File: src/rtl/mbe_pkg.sv
// ----------------------------------------------------------------------------
// mbe_pkg
// Shared types and constants for the escape-time pixel evaluator.
// ----------------------------------------------------------------------------
package mbe_pkg;

  localparam int CfgIdxBits  = 2;
  localparam int CfgDataBits = 16;
  localparam int DimRegBits  = 13;
  localparam int IterBits    = 16;
  localparam int IntenBits   = 8;

  localparam logic [CfgIdxBits-1:0] CFG_WIDTH  = 2'd0;
  localparam logic [CfgIdxBits-1:0] CFG_HEIGHT = 2'd1;
  localparam logic [CfgIdxBits-1:0] CFG_MAXIT  = 2'd2;

  localparam logic [DimRegBits-1:0] WIDTH_RST  = 13'd640;
  localparam logic [DimRegBits-1:0] HEIGHT_RST = 13'd480;
  localparam logic [IterBits-1:0]   MAXIT_RST  = 16'd255;

  typedef enum logic [1:0] {
    MS_NONE,
    MS_RR,
    MS_II,
    MS_RI
  } mul_sel_e;

  typedef enum logic [3:0] {
    ST_IDLE,
    ST_DIV,
    ST_MRR,
    ST_MII,
    ST_MRI,
    ST_CRI,
    ST_TEST,
    ST_IDIV,
    ST_DONE
  } state_e;

  typedef struct packed {
    logic     div_start;
    logic     ld_c;
    mul_sel_e mul;
    mul_sel_e comb;
    logic     upd;
    logic     int_start;
    logic     set_esc;
    logic     res_load;
  } cmd_t;

  typedef struct packed {
    logic div_busy;
    logic int_busy;
    logic esc_hit;
    logic cnt_zero;
    logic cnt_max;
    logic out_free;
  } status_t;

endpackage

File: src/rtl/mbe_div.sv
// ----------------------------------------------------------------------------
// mbe_div
// Restoring divider, one quotient bit per cycle, low quotient bits kept.
// ----------------------------------------------------------------------------
module mbe_div #(
  parameter int N_W = 24,
  parameter int D_W = 16,
  parameter int Q_W = 8
) (
  input  logic           clk_i,
  input  logic           rst_ni,
  input  logic           start_i,
  input  logic [N_W-1:0] dividend_i,
  input  logic [D_W-1:0] divisor_i,
  output logic           busy_o,
  output logic [Q_W-1:0] quot_o
);

  localparam int CW = $clog2(N_W + 1);

  logic [N_W-1:0] num_q, num_d;
  logic [D_W-1:0] rem_q, rem_d, den_q;
  logic [Q_W-1:0] quot_q, quot_d;
  logic [CW-1:0]  cnt_q, cnt_d;
  logic           busy_q, busy_d;
  logic [D_W:0]   trial;
  logic           ge;

  assign trial = {rem_q, num_q[N_W-1]};
  assign ge    = trial >= {1'b0, den_q};

  always_comb begin
    num_d  = num_q;
    rem_d  = rem_q;
    quot_d = quot_q;
    cnt_d  = cnt_q;
    busy_d = busy_q;
    if (start_i) begin
      num_d  = dividend_i;
      rem_d  = '0;
      quot_d = '0;
      cnt_d  = CW'(N_W);
      busy_d = 1'b1;
    end else if (busy_q) begin
      num_d  = num_q << 1;
      rem_d  = ge ? D_W'(trial - {1'b0, den_q}) : D_W'(trial);
      quot_d = {quot_q[Q_W-2:0], ge};
      cnt_d  = cnt_q - 1'b1;
      busy_d = cnt_q != CW'(1);
    end
  end

  always_ff @(posedge clk_i or negedge rst_ni) begin
    if (!rst_ni) begin
      busy_q <= 1'b0;
      cnt_q  <= '0;
    end else begin
      busy_q <= busy_d;
      cnt_q  <= cnt_d;
    end
  end

  always_ff @(posedge clk_i) begin
    num_q  <= num_d;
    rem_q  <= rem_d;
    quot_q <= quot_d;
    if (start_i) den_q <= divisor_i;
  end

  assign busy_o = busy_q;
  assign quot_o = quot_q;

endmodule

File: src/rtl/mbe_datapath.sv
// ----------------------------------------------------------------------------
// mbe_datapath
// Config registers, coordinate mapping, split multiplier, iterate, intensity and result.
// ----------------------------------------------------------------------------
module mbe_datapath import mbe_pkg::*; #(
  parameter int DIM_BITS  = 12,
  parameter int FRAC_BITS = 28
) (
  input  logic                  clk_i,
  input  logic                  rst_ni,
  input  logic                  cfg_we_i,
  input  logic [CfgIdxBits-1:0] cfg_idx_i,
  input  logic [CfgDataBits-1:0] cfg_data_i,
  input  logic [DIM_BITS-1:0]   pixel_col_i,
  input  logic [DIM_BITS-1:0]   pixel_row_i,
  input  cmd_t                  cmd_i,
  output status_t               st_o,
  input  logic                  out_stall_i,
  output logic                  out_valid_o,
  output logic [IntenBits-1:0]  intensity_o,
  output logic [IterBits-1:0]   iter_count_o,
  output logic                  escaped_o
);

  localparam int W   = FRAC_BITS + 4;
  localparam int HB  = (W + 1) / 2;
  localparam int PW  = 2 * W;
  localparam int NRE = DIM_BITS + 2 + FRAC_BITS;
  localparam int NIM = DIM_BITS + 3 + FRAC_BITS;
  localparam logic [W-1:0]  CRE_OFS = W'(64'd2 << FRAC_BITS);
  localparam logic [W-1:0]  CIM_OFS = W'(64'd7 << (FRAC_BITS - 2));
  localparam logic [PW:0]   ESC_LIM = (PW + 1)'(1) << (2 * FRAC_BITS + 2);

  function automatic logic [W-1:0] mag(input logic [W-1:0] v);
    return v[W-1] ? (~v + 1'b1) : v;
  endfunction

  logic [DimRegBits-1:0] width_q, height_q;
  logic [IterBits-1:0]   maxit_q;

  always_ff @(posedge clk_i or negedge rst_ni) begin
    if (!rst_ni) begin
      width_q  <= WIDTH_RST;
      height_q <= HEIGHT_RST;
      maxit_q  <= MAXIT_RST;
    end else if (cfg_we_i) begin
      unique case (cfg_idx_i)
        CFG_WIDTH:  width_q  <= cfg_data_i[DimRegBits-1:0];
        CFG_HEIGHT: height_q <= cfg_data_i[DimRegBits-1:0];
        CFG_MAXIT:  maxit_q  <= cfg_data_i;
        default: ;
      endcase
    end
  end

  // coordinate mapping dividers
  logic [DIM_BITS+1:0]   col3;
  logic [DIM_BITS+2:0]   row7;
  logic [DimRegBits-1:0] wdiv;
  logic [DimRegBits:0]   hdiv;
  logic [W-1:0]          qre, qim;
  logic                  busy_re, busy_im, busy_int;

  assign col3 = {2'b0, pixel_col_i} + {1'b0, pixel_col_i, 1'b0};
  assign row7 = {pixel_row_i, 3'b0} - {3'b0, pixel_row_i};
  assign wdiv = (width_q == '0) ? DimRegBits'(1) : width_q;
  assign hdiv = (height_q == '0) ? (DimRegBits + 1)'(2) : {height_q, 1'b0};

  mbe_div #(.N_W(NRE), .D_W(DimRegBits), .Q_W(W)) u_div_re (
    .clk_i, .rst_ni,
    .start_i    (cmd_i.div_start),
    .dividend_i ({col3, {FRAC_BITS{1'b0}}}),
    .divisor_i  (wdiv),
    .busy_o     (busy_re),
    .quot_o     (qre)
  );

  mbe_div #(.N_W(NIM), .D_W(DimRegBits + 1), .Q_W(W)) u_div_im (
    .clk_i, .rst_ni,
    .start_i    (cmd_i.div_start),
    .dividend_i ({row7, {FRAC_BITS{1'b0}}}),
    .divisor_i  (hdiv),
    .busy_o     (busy_im),
    .quot_o     (qim)
  );

  // iterate state
  logic [W-1:0]        cre_q, cim_q, re_q, im_q, mre_q, mim_q;
  logic [IterBits-1:0] count_q;
  logic                esc_q;
  logic [W-1:0]        opa, opb;
  logic [2*HB-1:0]     pp00_q, pp01_q, pp10_q, pp11_q;
  logic [PW-1:0]       prod, rr_q, ii_q, ri_q;
  logic [PW:0]         sq_sum, ri_s;
  logic [W-1:0]        rr_f, ii_f, ri_f, new_re, new_im, cre, cim;

  always_comb begin
    opa = mre_q;
    opb = mre_q;
    case (cmd_i.mul)
      MS_II:   begin opa = mim_q; opb = mim_q; end
      MS_RI:   opb = mim_q;
      default: ;
    endcase
  end

  always_ff @(posedge clk_i) begin
    pp00_q <= (2 * HB)'(opa[HB-1:0]) * (2 * HB)'(opb[HB-1:0]);
    pp01_q <= (2 * HB)'(opa[HB-1:0]) * (2 * HB)'(HB'(opb >> HB));
    pp10_q <= (2 * HB)'(HB'(opa >> HB)) * (2 * HB)'(opb[HB-1:0]);
    pp11_q <= (2 * HB)'(HB'(opa >> HB)) * (2 * HB)'(HB'(opb >> HB));
  end

  assign prod = (PW'(pp11_q) << (2 * HB)) + ((PW'(pp01_q) + PW'(pp10_q)) << HB)
              + PW'(pp00_q);

  always_ff @(posedge clk_i) begin
    case (cmd_i.comb)
      MS_RR:   rr_q <= prod;
      MS_II:   ii_q <= prod;
      MS_RI:   ri_q <= prod;
      default: ;
    endcase
  end

  assign sq_sum = {1'b0, rr_q} + {1'b0, ii_q};
  assign ri_s   = (re_q[W-1] ^ im_q[W-1]) ? (~{1'b0, ri_q} + 1'b1) : {1'b0, ri_q};
  assign rr_f   = rr_q[FRAC_BITS+W-1:FRAC_BITS];
  assign ii_f   = ii_q[FRAC_BITS+W-1:FRAC_BITS];
  assign ri_f   = ri_s[FRAC_BITS+W-2:FRAC_BITS-1];
  assign new_re = rr_f - ii_f + cre_q;
  assign new_im = ri_f + cim_q;
  assign cre    = qre - CRE_OFS;
  assign cim    = qim - CIM_OFS;

  always_ff @(posedge clk_i) begin
    if (cmd_i.ld_c) begin
      cre_q <= cre;
      cim_q <= cim;
      re_q  <= cre;
      im_q  <= cim;
      mre_q <= mag(cre);
      mim_q <= mag(cim);
    end else if (cmd_i.upd) begin
      re_q  <= new_re;
      im_q  <= new_im;
      mre_q <= mag(new_re);
      mim_q <= mag(new_im);
    end
  end

  always_ff @(posedge clk_i or negedge rst_ni) begin
    if (!rst_ni) begin
      count_q <= '0;
      esc_q   <= 1'b0;
    end else if (cmd_i.ld_c) begin
      count_q <= '0;
      esc_q   <= 1'b0;
    end else begin
      if (cmd_i.upd) count_q <= count_q + 1'b1;
      if (cmd_i.set_esc) esc_q <= 1'b1;
    end
  end

  // intensity divider
  logic [IntenBits-1:0] qint;

  mbe_div #(.N_W(IterBits + IntenBits), .D_W(IterBits), .Q_W(IntenBits)) u_div_int (
    .clk_i, .rst_ni,
    .start_i    (cmd_i.int_start),
    .dividend_i ({count_q, {IntenBits{1'b0}}} - {{IntenBits{1'b0}}, count_q}),
    .divisor_i  (maxit_q),
    .busy_o     (busy_int),
    .quot_o     (qint)
  );

  // result register
  logic out_valid_q;

  always_ff @(posedge clk_i or negedge rst_ni) begin
    if (!rst_ni) begin
      out_valid_q <= 1'b0;
    end else if (cmd_i.res_load) begin
      out_valid_q <= 1'b1;
    end else if (!out_stall_i) begin
      out_valid_q <= 1'b0;
    end
  end

  always_ff @(posedge clk_i) begin
    if (cmd_i.res_load) begin
      intensity_o  <= esc_q ? qint : '0;
      iter_count_o <= esc_q ? count_q : '0;
      escaped_o    <= esc_q;
    end
  end

  assign out_valid_o    = out_valid_q;
  assign st_o.div_busy  = busy_re | busy_im;
  assign st_o.int_busy  = busy_int;
  assign st_o.esc_hit   = sq_sum > ESC_LIM;
  assign st_o.cnt_zero  = count_q == '0;
  assign st_o.cnt_max   = count_q == maxit_q;
  assign st_o.out_free  = !out_valid_q || !out_stall_i;

  a_res_load: assert property (@(posedge clk_i) disable iff (!rst_ni)
    cmd_i.res_load |=> out_valid_q) else $error("result not presented");
  a_upd_max: assert property (@(posedge clk_i) disable iff (!rst_ni)
    cmd_i.upd |-> !st_o.cnt_max) else $error("iteration past limit");
  a_ld_div: assert property (@(posedge clk_i) disable iff (!rst_ni)
    cmd_i.ld_c |-> !st_o.div_busy) else $error("c loaded before mapping done");

endmodule

File: src/rtl/mbe_ctrl.sv
// ----------------------------------------------------------------------------
// mbe_ctrl
// Sequencer: mapping, multiply phases, escape test, intensity, result.
// ----------------------------------------------------------------------------
module mbe_ctrl import mbe_pkg::*; (
  input  logic    clk_i,
  input  logic    rst_ni,
  input  logic    in_valid_i,
  output logic    in_stall_o,
  input  status_t st_i,
  output cmd_t    cmd_o
);

  state_e state_q, state_d;

  always_ff @(posedge clk_i or negedge rst_ni) begin
    if (!rst_ni) state_q <= ST_IDLE;
    else         state_q <= state_d;
  end

  always_comb begin
    state_d = state_q;
    unique case (state_q)
      ST_IDLE: if (in_valid_i) state_d = ST_DIV;
      ST_DIV:  if (!st_i.div_busy) state_d = ST_MRR;
      ST_MRR:  state_d = ST_MII;
      ST_MII:  state_d = ST_MRI;
      ST_MRI:  state_d = ST_CRI;
      ST_CRI:  state_d = ST_TEST;
      ST_TEST: begin
        if (!st_i.cnt_zero && st_i.esc_hit) state_d = ST_IDIV;
        else if (st_i.cnt_max)              state_d = ST_DONE;
        else                                state_d = ST_MRR;
      end
      ST_IDIV: if (!st_i.int_busy) state_d = ST_DONE;
      ST_DONE: if (st_i.out_free) state_d = ST_IDLE;
      default: state_d = ST_IDLE;
    endcase
  end

  always_comb begin
    cmd_o = '{div_start: 1'b0, ld_c: 1'b0, mul: MS_NONE, comb: MS_NONE, upd: 1'b0,
              int_start: 1'b0, set_esc: 1'b0, res_load: 1'b0};
    unique case (state_q)
      ST_IDLE: cmd_o.div_start = in_valid_i;
      ST_DIV:  cmd_o.ld_c = !st_i.div_busy;
      ST_MRR:  cmd_o.mul = MS_RR;
      ST_MII:  begin cmd_o.mul = MS_II; cmd_o.comb = MS_RR; end
      ST_MRI:  begin cmd_o.mul = MS_RI; cmd_o.comb = MS_II; end
      ST_CRI:  cmd_o.comb = MS_RI;
      ST_TEST: begin
        if (!st_i.cnt_zero && st_i.esc_hit) begin
          cmd_o.int_start = 1'b1;
          cmd_o.set_esc   = 1'b1;
        end else if (!st_i.cnt_max) begin
          cmd_o.upd = 1'b1;
        end
      end
      ST_IDIV: ;
      ST_DONE: cmd_o.res_load = st_i.out_free;
      default: ;
    endcase
  end

  assign in_stall_o = state_q != ST_IDLE;

endmodule

File: src/rtl/mandelbrot_escape_pixel_top.sv
// ----------------------------------------------------------------------------
// mandelbrot_escape_pixel_top
// Escape-time evaluator for one pixel per transfer.
// The coordinates are mapped by bit-serial division, then each iterate runs
// three split multiplies, a combine and a test/update, over count+1 passes,
// followed by the intensity division when the pixel escapes and the load
// into the output register.
// One pixel at a time; the next is taken while a result waits.
// Reset clears control and sets the registers to 640, 480 and 255.
// ----------------------------------------------------------------------------
module mandelbrot_escape_pixel_top import mbe_pkg::*; #(
  parameter int DIM_BITS  = 12,
  parameter int FRAC_BITS = 28
) (
  input  logic                   clk_i,
  input  logic                   rst_ni,
  input  logic                   cfg_we_i,
  input  logic [CfgIdxBits-1:0]  cfg_idx_i,
  input  logic [CfgDataBits-1:0] cfg_data_i,
  input  logic                   in_valid_i,
  output logic                   in_stall_o,
  input  logic [DIM_BITS-1:0]    pixel_col_i,
  input  logic [DIM_BITS-1:0]    pixel_row_i,
  output logic                   out_valid_o,
  input  logic                   out_stall_i,
  output logic [IntenBits-1:0]   intensity_o,
  output logic [IterBits-1:0]    iter_count_o,
  output logic                   escaped_o
);

  cmd_t    cmd;
  status_t st;

  mbe_ctrl u_ctrl (
    .clk_i, .rst_ni,
    .in_valid_i,
    .in_stall_o,
    .st_i  (st),
    .cmd_o (cmd)
  );

  mbe_datapath #(.DIM_BITS(DIM_BITS), .FRAC_BITS(FRAC_BITS)) u_dp (
    .clk_i, .rst_ni,
    .cfg_we_i, .cfg_idx_i, .cfg_data_i,
    .pixel_col_i, .pixel_row_i,
    .cmd_i (cmd),
    .st_o  (st),
    .out_stall_i,
    .out_valid_o,
    .intensity_o,
    .iter_count_o,
    .escaped_o
  );

endmodule

File: config.mk
export PLATFORM = sky130hd
export DESIGN_NAME = mandelbrot_escape_pixel_top
export DESIGN_NICKNAME = d
export VERILOG_FILES = /design/src/rtl/mbe_pkg.sv /design/src/rtl/mbe_div.sv /design/src/rtl/mbe_datapath.sv /design/src/rtl/mbe_ctrl.sv /design/src/rtl/mandelbrot_escape_pixel_top.sv
export SDC_FILE = /design/constraint.sdc
export NUM_CORES = 2
export LEC_CHECK = 0
export BUFFER_PORTS_ARGS = -buffer_cell sky130_fd_sc_hd__buf_2
export CORE_MARGIN = 2
export CORE_UTILIZATION = 60
export DETAILED_ROUTE_END_ITERATION = 8
export GPL_ROUTABILITY_DRIVEN = 0
export PLACE_DENSITY_LB_ADDON = 0.3
export REMOVE_ABC_BUFFERS = 1
export SETUP_SLACK_MARGIN = 0.3
export SLEW_MARGIN = 0
export SYNTH_ARGS = -nofsm -noshare
export SYNTH_HDL_FRONTEND = slang
export SYNTH_SLANG_ARGS = --single-unit
File: constraint.sdc
create_clock -name clk_i -period 32 [get_ports clk_i]
set_clock_uncertainty 0.2 [all_clocks]
set_input_delay 3.2 -clock clk_i [delete_from_list [all_inputs] [get_ports clk_i]]
set_output_delay 3.2 -clock clk_i [all_outputs]
set_load 0.005 [all_outputs]
Word level (Yosys, flattened, before mapping)
Cells that the tools add are included.
{"block": "word_totals", "regBits": 827, "inputBits": 47, "output_inout_bits": 27, "wordCells": 185}
{"block": "classes", "n_addsub": 24, "multipliers": 4, "order_cmp": 4, "eq_ne": 24, "muxes": 58, "n_bitwise": 7, "reduce_logical": 22}
{"op": "32-bit 2-to-1 mux", "n": 14}
{"op": "32-bit by 1-bit adder with 32-bit output (second input constant)", "n": 4}
{"op": "16-bit by 16-bit multiplier with 32-bit output", "n": 4}
{"op": "32-bit NOT", "n": 4}
{"op": "43-bit 2-to-1 mux", "n": 2}
{"op": "42-bit 2-to-1 mux", "n": 2}
{"op": "64-bit by 64-bit adder with 65-bit output", "n": 1}
{"op": "65-bit by 59-bit > comparator with 1-bit output (second input constant)", "n": 1}
{"op": "32-bit adder", "n": 2}
{"op": "64-bit by 32-bit adder with 64-bit output", "n": 1}
{"op": "64-bit adder", "n": 1}
{"op": "59-bit by 1-bit adder with 59-bit output (second input constant)", "n": 1}
{"op": "59-bit 2-to-1 mux", "n": 1}
{"op": "59-bit NOT", "n": 1}
{"op": "16-bit 2-to-1 mux", "n": 3}
{"op": "24-bit 2-to-1 mux", "n": 2}
{"op": "4-bit case mux with 9 select lines", "n": 1}
{"op": "32-bit by 32-bit adder with 33-bit output", "n": 1}
{"op": "32-bit by 29-bit subtractor with 32-bit output (second input constant)", "n": 1}
{"op": "32-bit by 30-bit subtractor with 32-bit output (second input constant)", "n": 1}
{"op": "32-bit subtractor", "n": 1}
{"op": "13-bit logical NOT", "n": 2}
{"op": "4-bit 2-to-1 mux", "n": 6}
{"op": "6-bit 2-to-1 mux", "n": 4}
{"op": "other kinds (43)", "n": 82}

Logic depth before layout (Yosys ltp)
{"block": "depth", "word_depth": 9, "ltp_mapped": 36, "depth_no_buf": 33}

By module
A second synthesis with hierarchy kept.
{"block": "hier_totals", "hier_cells": 8532, "hier_area_um2": 80403.4}
{"module": "mbe_datapath", "instances": 1, "cells_each": 7308, "area_per_inst_um2": 66307.3, "seq_area_each_um2": 14351.3}
{"module": "mbe_div at u_dp.u_div_im", "instances": 1, "cells_each": 410, "area_per_inst_um2": 4979.8, "seq_area_each_um2": 2807.7}
{"module": "mbe_div at u_dp.u_div_re", "instances": 1, "cells_each": 405, "area_per_inst_um2": 4878.4, "seq_area_each_um2": 2727.6}
{"module": "mbe_div at u_dp.u_div_int", "instances": 1, "cells_each": 358, "area_per_inst_um2": 3871.2, "seq_area_each_um2": 1831.8}
{"module": "mbe_ctrl", "instances": 1, "cells_each": 51, "area_per_inst_um2": 366.6, "seq_area_each_um2": 100.1}

Worst setup path after synthesis
No wires, ideal clock.
{"block": "synth_path", "path_type": "register to register", "start": "register u_ctrl.state_q[3]", "end": "register u_dp.pp11_q[31]", "setup_ns": 0.120, "arrival_ns": 13.696, "required_ns": 31.680, "setup_slack_ns": 17.984, "path_stages_with_launch": 32, "n_path_buf": 2, "synth_period_minus_slack_ns": 14.016, "cell_sequence": "dfrtp_1 -> nand2b_1 -> nor3_1 -> nor2_1 -> clkbuf_1 -> mux2i_1 -> clkbuf_1 -> nor2_1 -> fa_1 -> inv_1 -> fa_1 -> fa_1 -> fa_1 -> inv_1 -> fa_1 -> inv_1 -> fa_1 -> inv_1 -> ha_1 -> a21o_1 -> a2111oi_0 -> a21oi_1 -> a41o_1 -> or4_1 -> nand2_1 -> nor2_1 -> or3_1 -> o31a_1 -> a211oi_1 -> o21bai_1 -> a21oi_1 -> xnor2_1"}
{"block": "synth_between", "elab_chain_cells": 6, "elab_cells_between_ends": 10, "cone_classes": "1 x mul; 5 x eq/ne; 3 x mux; 1 x reduce/logical"}
{"element": "start, declared", "line_no": "mbe_ctrl.sv:14", "text": "state_e state_q, state_d;"}
{"element": "start signal, assigned", "line_no": "mbe_ctrl.sv:18", "text": "else state_q <= state_d;"}
{"element": "4-bit by 3-bit equality test with 1-bit output or 4-bit by 2-bit equality test with 1-bit output (tied branches)", "line_no": "mbe_ctrl.sv:44", "text": "unique case (state_q)"}
{"element": "2-bit case mux with 3 select lines (*)", "line_no": "mbe_ctrl.sv:44"}
{"element": "2-bit equality test", "line_no": "mbe_datapath.sv:100", "text": "case (cmd_i.mul)"}
{"element": "2-bit OR reduction (no line)"}
{"element": "32-bit 2-to-1 mux", "line_no": "mbe_datapath.sv:100"}
{"element": "16-bit by 16-bit multiplier with 32-bit output (*)", "line_no": "mbe_datapath.sv:111", "text": "pp11_q <= (2 * HB)'(HB'(opa >> HB)) * (2 * HB)'(HB'(opb >> HB));"}
{"element": "end signal, assigned", "line_no": "mbe_datapath.sv:111"}
{"element": "end, declared", "line_no": "mbe_datapath.sv:92", "text": "logic [2*HB-1:0] pp00_q, pp01_q, pp10_q, pp11_q;"}
Mark *: on every way between the ends. The rest lies on a longest branch, timed or not.
A chain may end at the register's enable or synchronous reset.

Final worst setup path
Same ends and word-level chain as after synthesis.

==> impl.org <==
** Run status
- Status :: complete, but fails checks
- The final reports fail on design-rule violations, max-capacitance violations, max-slew violations.

** Timing
- In the finished design, the share of the clock period the worst path needs comes to approximately 33%.
- Setup-violating endpoint count in the final report :: 0
- The number of max-slew violations in the final report was 3.
- Subtracting the final worst setup slack from the clock period gives roughly 10,000 ps.
- Top achievable clock speed :: 0.0953 GHz
- The hold violation total from the final report was 0.
- Worst Tran Pin Value :: ~1500 ps
- Setup repair after global routing left no endpoint under its margin.
- Setup total negative slack on the finished layout was measured at 0 ps.
- Headroom to the max-slew limit :: -2.78%

** Clock tree
- Quantity of gates resized following cts :: 0
- The tree built by TritonCTS fans out to between 700 and 800 sinks.
- In this run the post-CTS setup repair buffer count came out at 0.
- CTS clock-pin slew for the worst setup and hold paths :: about 60 ps
- TritonCTS created 86 clock buffers.
- The clock tree synthesis step divided the H-tree into 3 levels.
- Counting along the longest clock path gives a buffer depth of 3.
- Clock latency on the worst-skew pair :: around 770 ps
- Root buffer selected by CTS :: clkbuf_16
- In this run, post-CTS hold repair placed 0 buffers.
- Clock tree from TritonCTS :: built

** Finish
- Relative area change from synthesis to final layout :: 6.76%
- Of the cells placed in the final design, the portion with a size suffix greater than 1 is 6.22%.
- Number of filler instances in the final layout :: between 10,000 and 15,000
- After routing the design area is 83,800 um2.
- In the final layout, the registers with the most flip-flops are u_dp.ii_q x64, u_dp.rr_q x64, u_dp.ri_q x59.
- Post-Layout Cell Count :: a little over 10,000
- The final layout contains between 10,000 and 15,000 nets.

** Placed design
- Detailed placement finished with a half-perimeter wire length of 169,000 um.
- Input and output buffers added on the ports amount to 73.
- Once placement completed, the tool counted placed cells totaling a little over 10,000.
- Placed inst area :: just over 80,000 um2

** Worst setup path
- On the critical path, the stage with the largest delay is an instance of mux2_2.
- Critical path type :: reg -> reg
- For the worst setup path, the data arrival time is between 10,000 and 15,000 ps.
- Maximum cell stage delay along the critical path :: ~740 ps
- The worst register-to-register path begins at u_ctrl.state_q[3]$_DFFE_PN0P_.
- Kind of end point of the critical path :: flip-flop
- Worst EP required :: between 30,000 and 40,000 ps
- STA classifies the critical path startpoint as a flip-flop.
- Of all nets on the critical path, the largest fanout is 65.
- In this run the worst setup path begins at u_ctrl.state_q[3]$_DFFE_PN0P_.
- Kind of cell adding the most delay to the critical path :: adder cells
- Counting both buffers and inverters, the worst setup path holds a total of 6.
- Cell type with the highest occurrence count on the critical path :: fa_1

** Floorplan
- During I/O placement, the number of pins put on the boundary was 74.
- Area enclosed by the die boundary :: roughly 130,000 um2
- Row generation in the floorplan step produced roughly 130 rows.
- The core region is 130,000 um2.
- Overall die width :: roughly 370 um
- Measured along the y axis, the die boundary spans 366 um.
- Initial Util :: between 60 and 70%

** GRT
- The first global-routing pass estimated roughly 350,000 um of wire.
- Entering global routing, the biggest net connects 88 pins.
- Vias in the first global route :: around 63,000
- Remaining global-route overflow :: 0
- Gr usage total :: ~33%
- The initial antenna violation count was 23.

** Route
- Using the TritonRoute via totals, the vias-per-cell ratio works out to between 6 and 7.
- Via count of the routed design :: 62,800
- The first routing iteration left ~7,300 violations.
- Total DRC errors in the routed layout :: 2
- After detailed routing, the average wire length per cell comes to about 22 um.
- Wirelength, routed :: roughly 220,000 um
- First drt pass iteration count :: 9
- The detail route stage leaves a number of antenna-violating nets equal to 0.

** Synthesis
- Distinct cell type count after synthesis :: 96
- The biggest area contributor in the post-synthesis netlist is fa_1.
- Primary flip-flop cell chosen by synthesis mapping :: edfxtp_1
- Number of storage elements in the synthesis netlist :: 764
- Counting flops with a built-in enable in the synthesized netlist gives about 440.
- Synthesis produced a netlist whose cell count is 8,537.
- For this run, asynchronously set or reset flops after synthesis account for a little over a tenth.
- Leading post-synthesis cells by instance count :: inv_1 (1,267), nor2_1 (972), nand2_1 (894)
- Share of the synthesized area in the top cell type :: 20.8%
- In this run the cell area of the synthesized design comes to ~79,000 um2.
- Each instance of the synthesized netlist takes up on average between 9 and 10 um2.
- Sequential fraction of the synthesis area :: 25.6%
- Sorting the synthesized cells by area gives the leading types as fa_1 (21%), edfxtp_1 (17%), ha_1 (12%).
- The most common cell in the synthesized netlist is inv_1.
- For this run, the number of Yosys warnings is 0.

** Hold path
- Class of the most critical hold timing path :: reg -> reg
- Start point of the worst hold path :: u_dp.pp00_q[5]$_DFF_P_

** Flow run
- Max Cap Violations :: 1
==> per-stage QoR <==
stage / hold WS [ps] / util [%] / setup WS [ps]
2_1_floorplan: 221 / - / 12930
3_3_place_gp: 242 / 62.2 / 21890
3_5_place_dp: 255 / 62.2 / 21730
4_1_cts: 241 / 64.6 / 21640
5_1_grt: 242 / 64.6 / 20970
6_report: 239 / 64.6 / 21510
==> worst register-to-register path, delay by kind of cell (launching register included) <==
kind            cells  cell delay [ps]
simple gates        8             1800
compound gates      8             2010
xor+xnor            1               80
fa+ha+maj           7             3410
buf+inv             6             1620
mux                 1              750
flops               1              430
==> kinds of logic after synthesis <==
family	Yosys count	synth area share (%)
flops	764	25.6
fa+ha+maj	1541	32.4
compound gates	1279	10.5
xor+xnor	499	5.57
simple gates	2578	14.5
mux	286	3.84
buf+inv	1590	7.65
==> worst paths after layout <==
path,end,slack [ps],cells past startpoint
max,u_dp.pp11_q[31]$_DFF_P_,21510,31
min reg2reg,u_dp.ii_q[5]$_DFFE_PN_,240,0
min,u_dp.ii_q[5]$_DFFE_PN_,240,0
max in group asynchronous,u_dp.u_div_re.busy_o$_DFF_PN0_,28260,2
min in group asynchronous,u_dp.maxit_q[9]$_DFFE_PN0P_,2170,1
max reg2reg,u_dp.pp11_q[31]$_DFF_P_,21510,31
==> layout by cell type, fill, tap and decap left out, types with 114 or more instances in the layout <==
| master | n |
|---|---|
| inv_1 | 1266 |
| nor2_1 | 971 |
| nand2_1 | 893 |
| fa_1 | 815 |
| ha_1 | 726 |
| edfxtp_1 | 437 |
| a21oi_1 | 392 |
| xnor2_1 | 333 |
| o21ai_0 | 281 |
| dfxtp_1 | 243 |
| xor2_1 | 165 |
| mux2i_1 | 141 |
| nor3_1 | 116 |
| a21o_1 | 114 |
==> area by class of cell <==
cell class	count	area, um2	area share [%]
clock inverters	49	748	0.893
inverters	1273	4780	5.71
flip-flops and latches	764	20100	24.0
multi-input cells	6183	52600	62.7
well taps	1742	2180	2.60
clock buffers	112	2390	2.85
diodes	1	2.50	0.00299
repair buffers	158	1010	1.20
==> metal layers <==
layer	wire length, um	GRT usage, %	vias to the layer above	share of wire [%]
met4	15400	19.2	22	6.9
met3	26400	8.11	951	12
met2	97300	51.1	3436	44
met5	137	0	-	0.061
met1	83600	42.8	30500	38
li1	-	-	28000	-
Power is not shown: default switching activity piles up to over one toggle a cycle in this logic, so the estimate is an artifact.
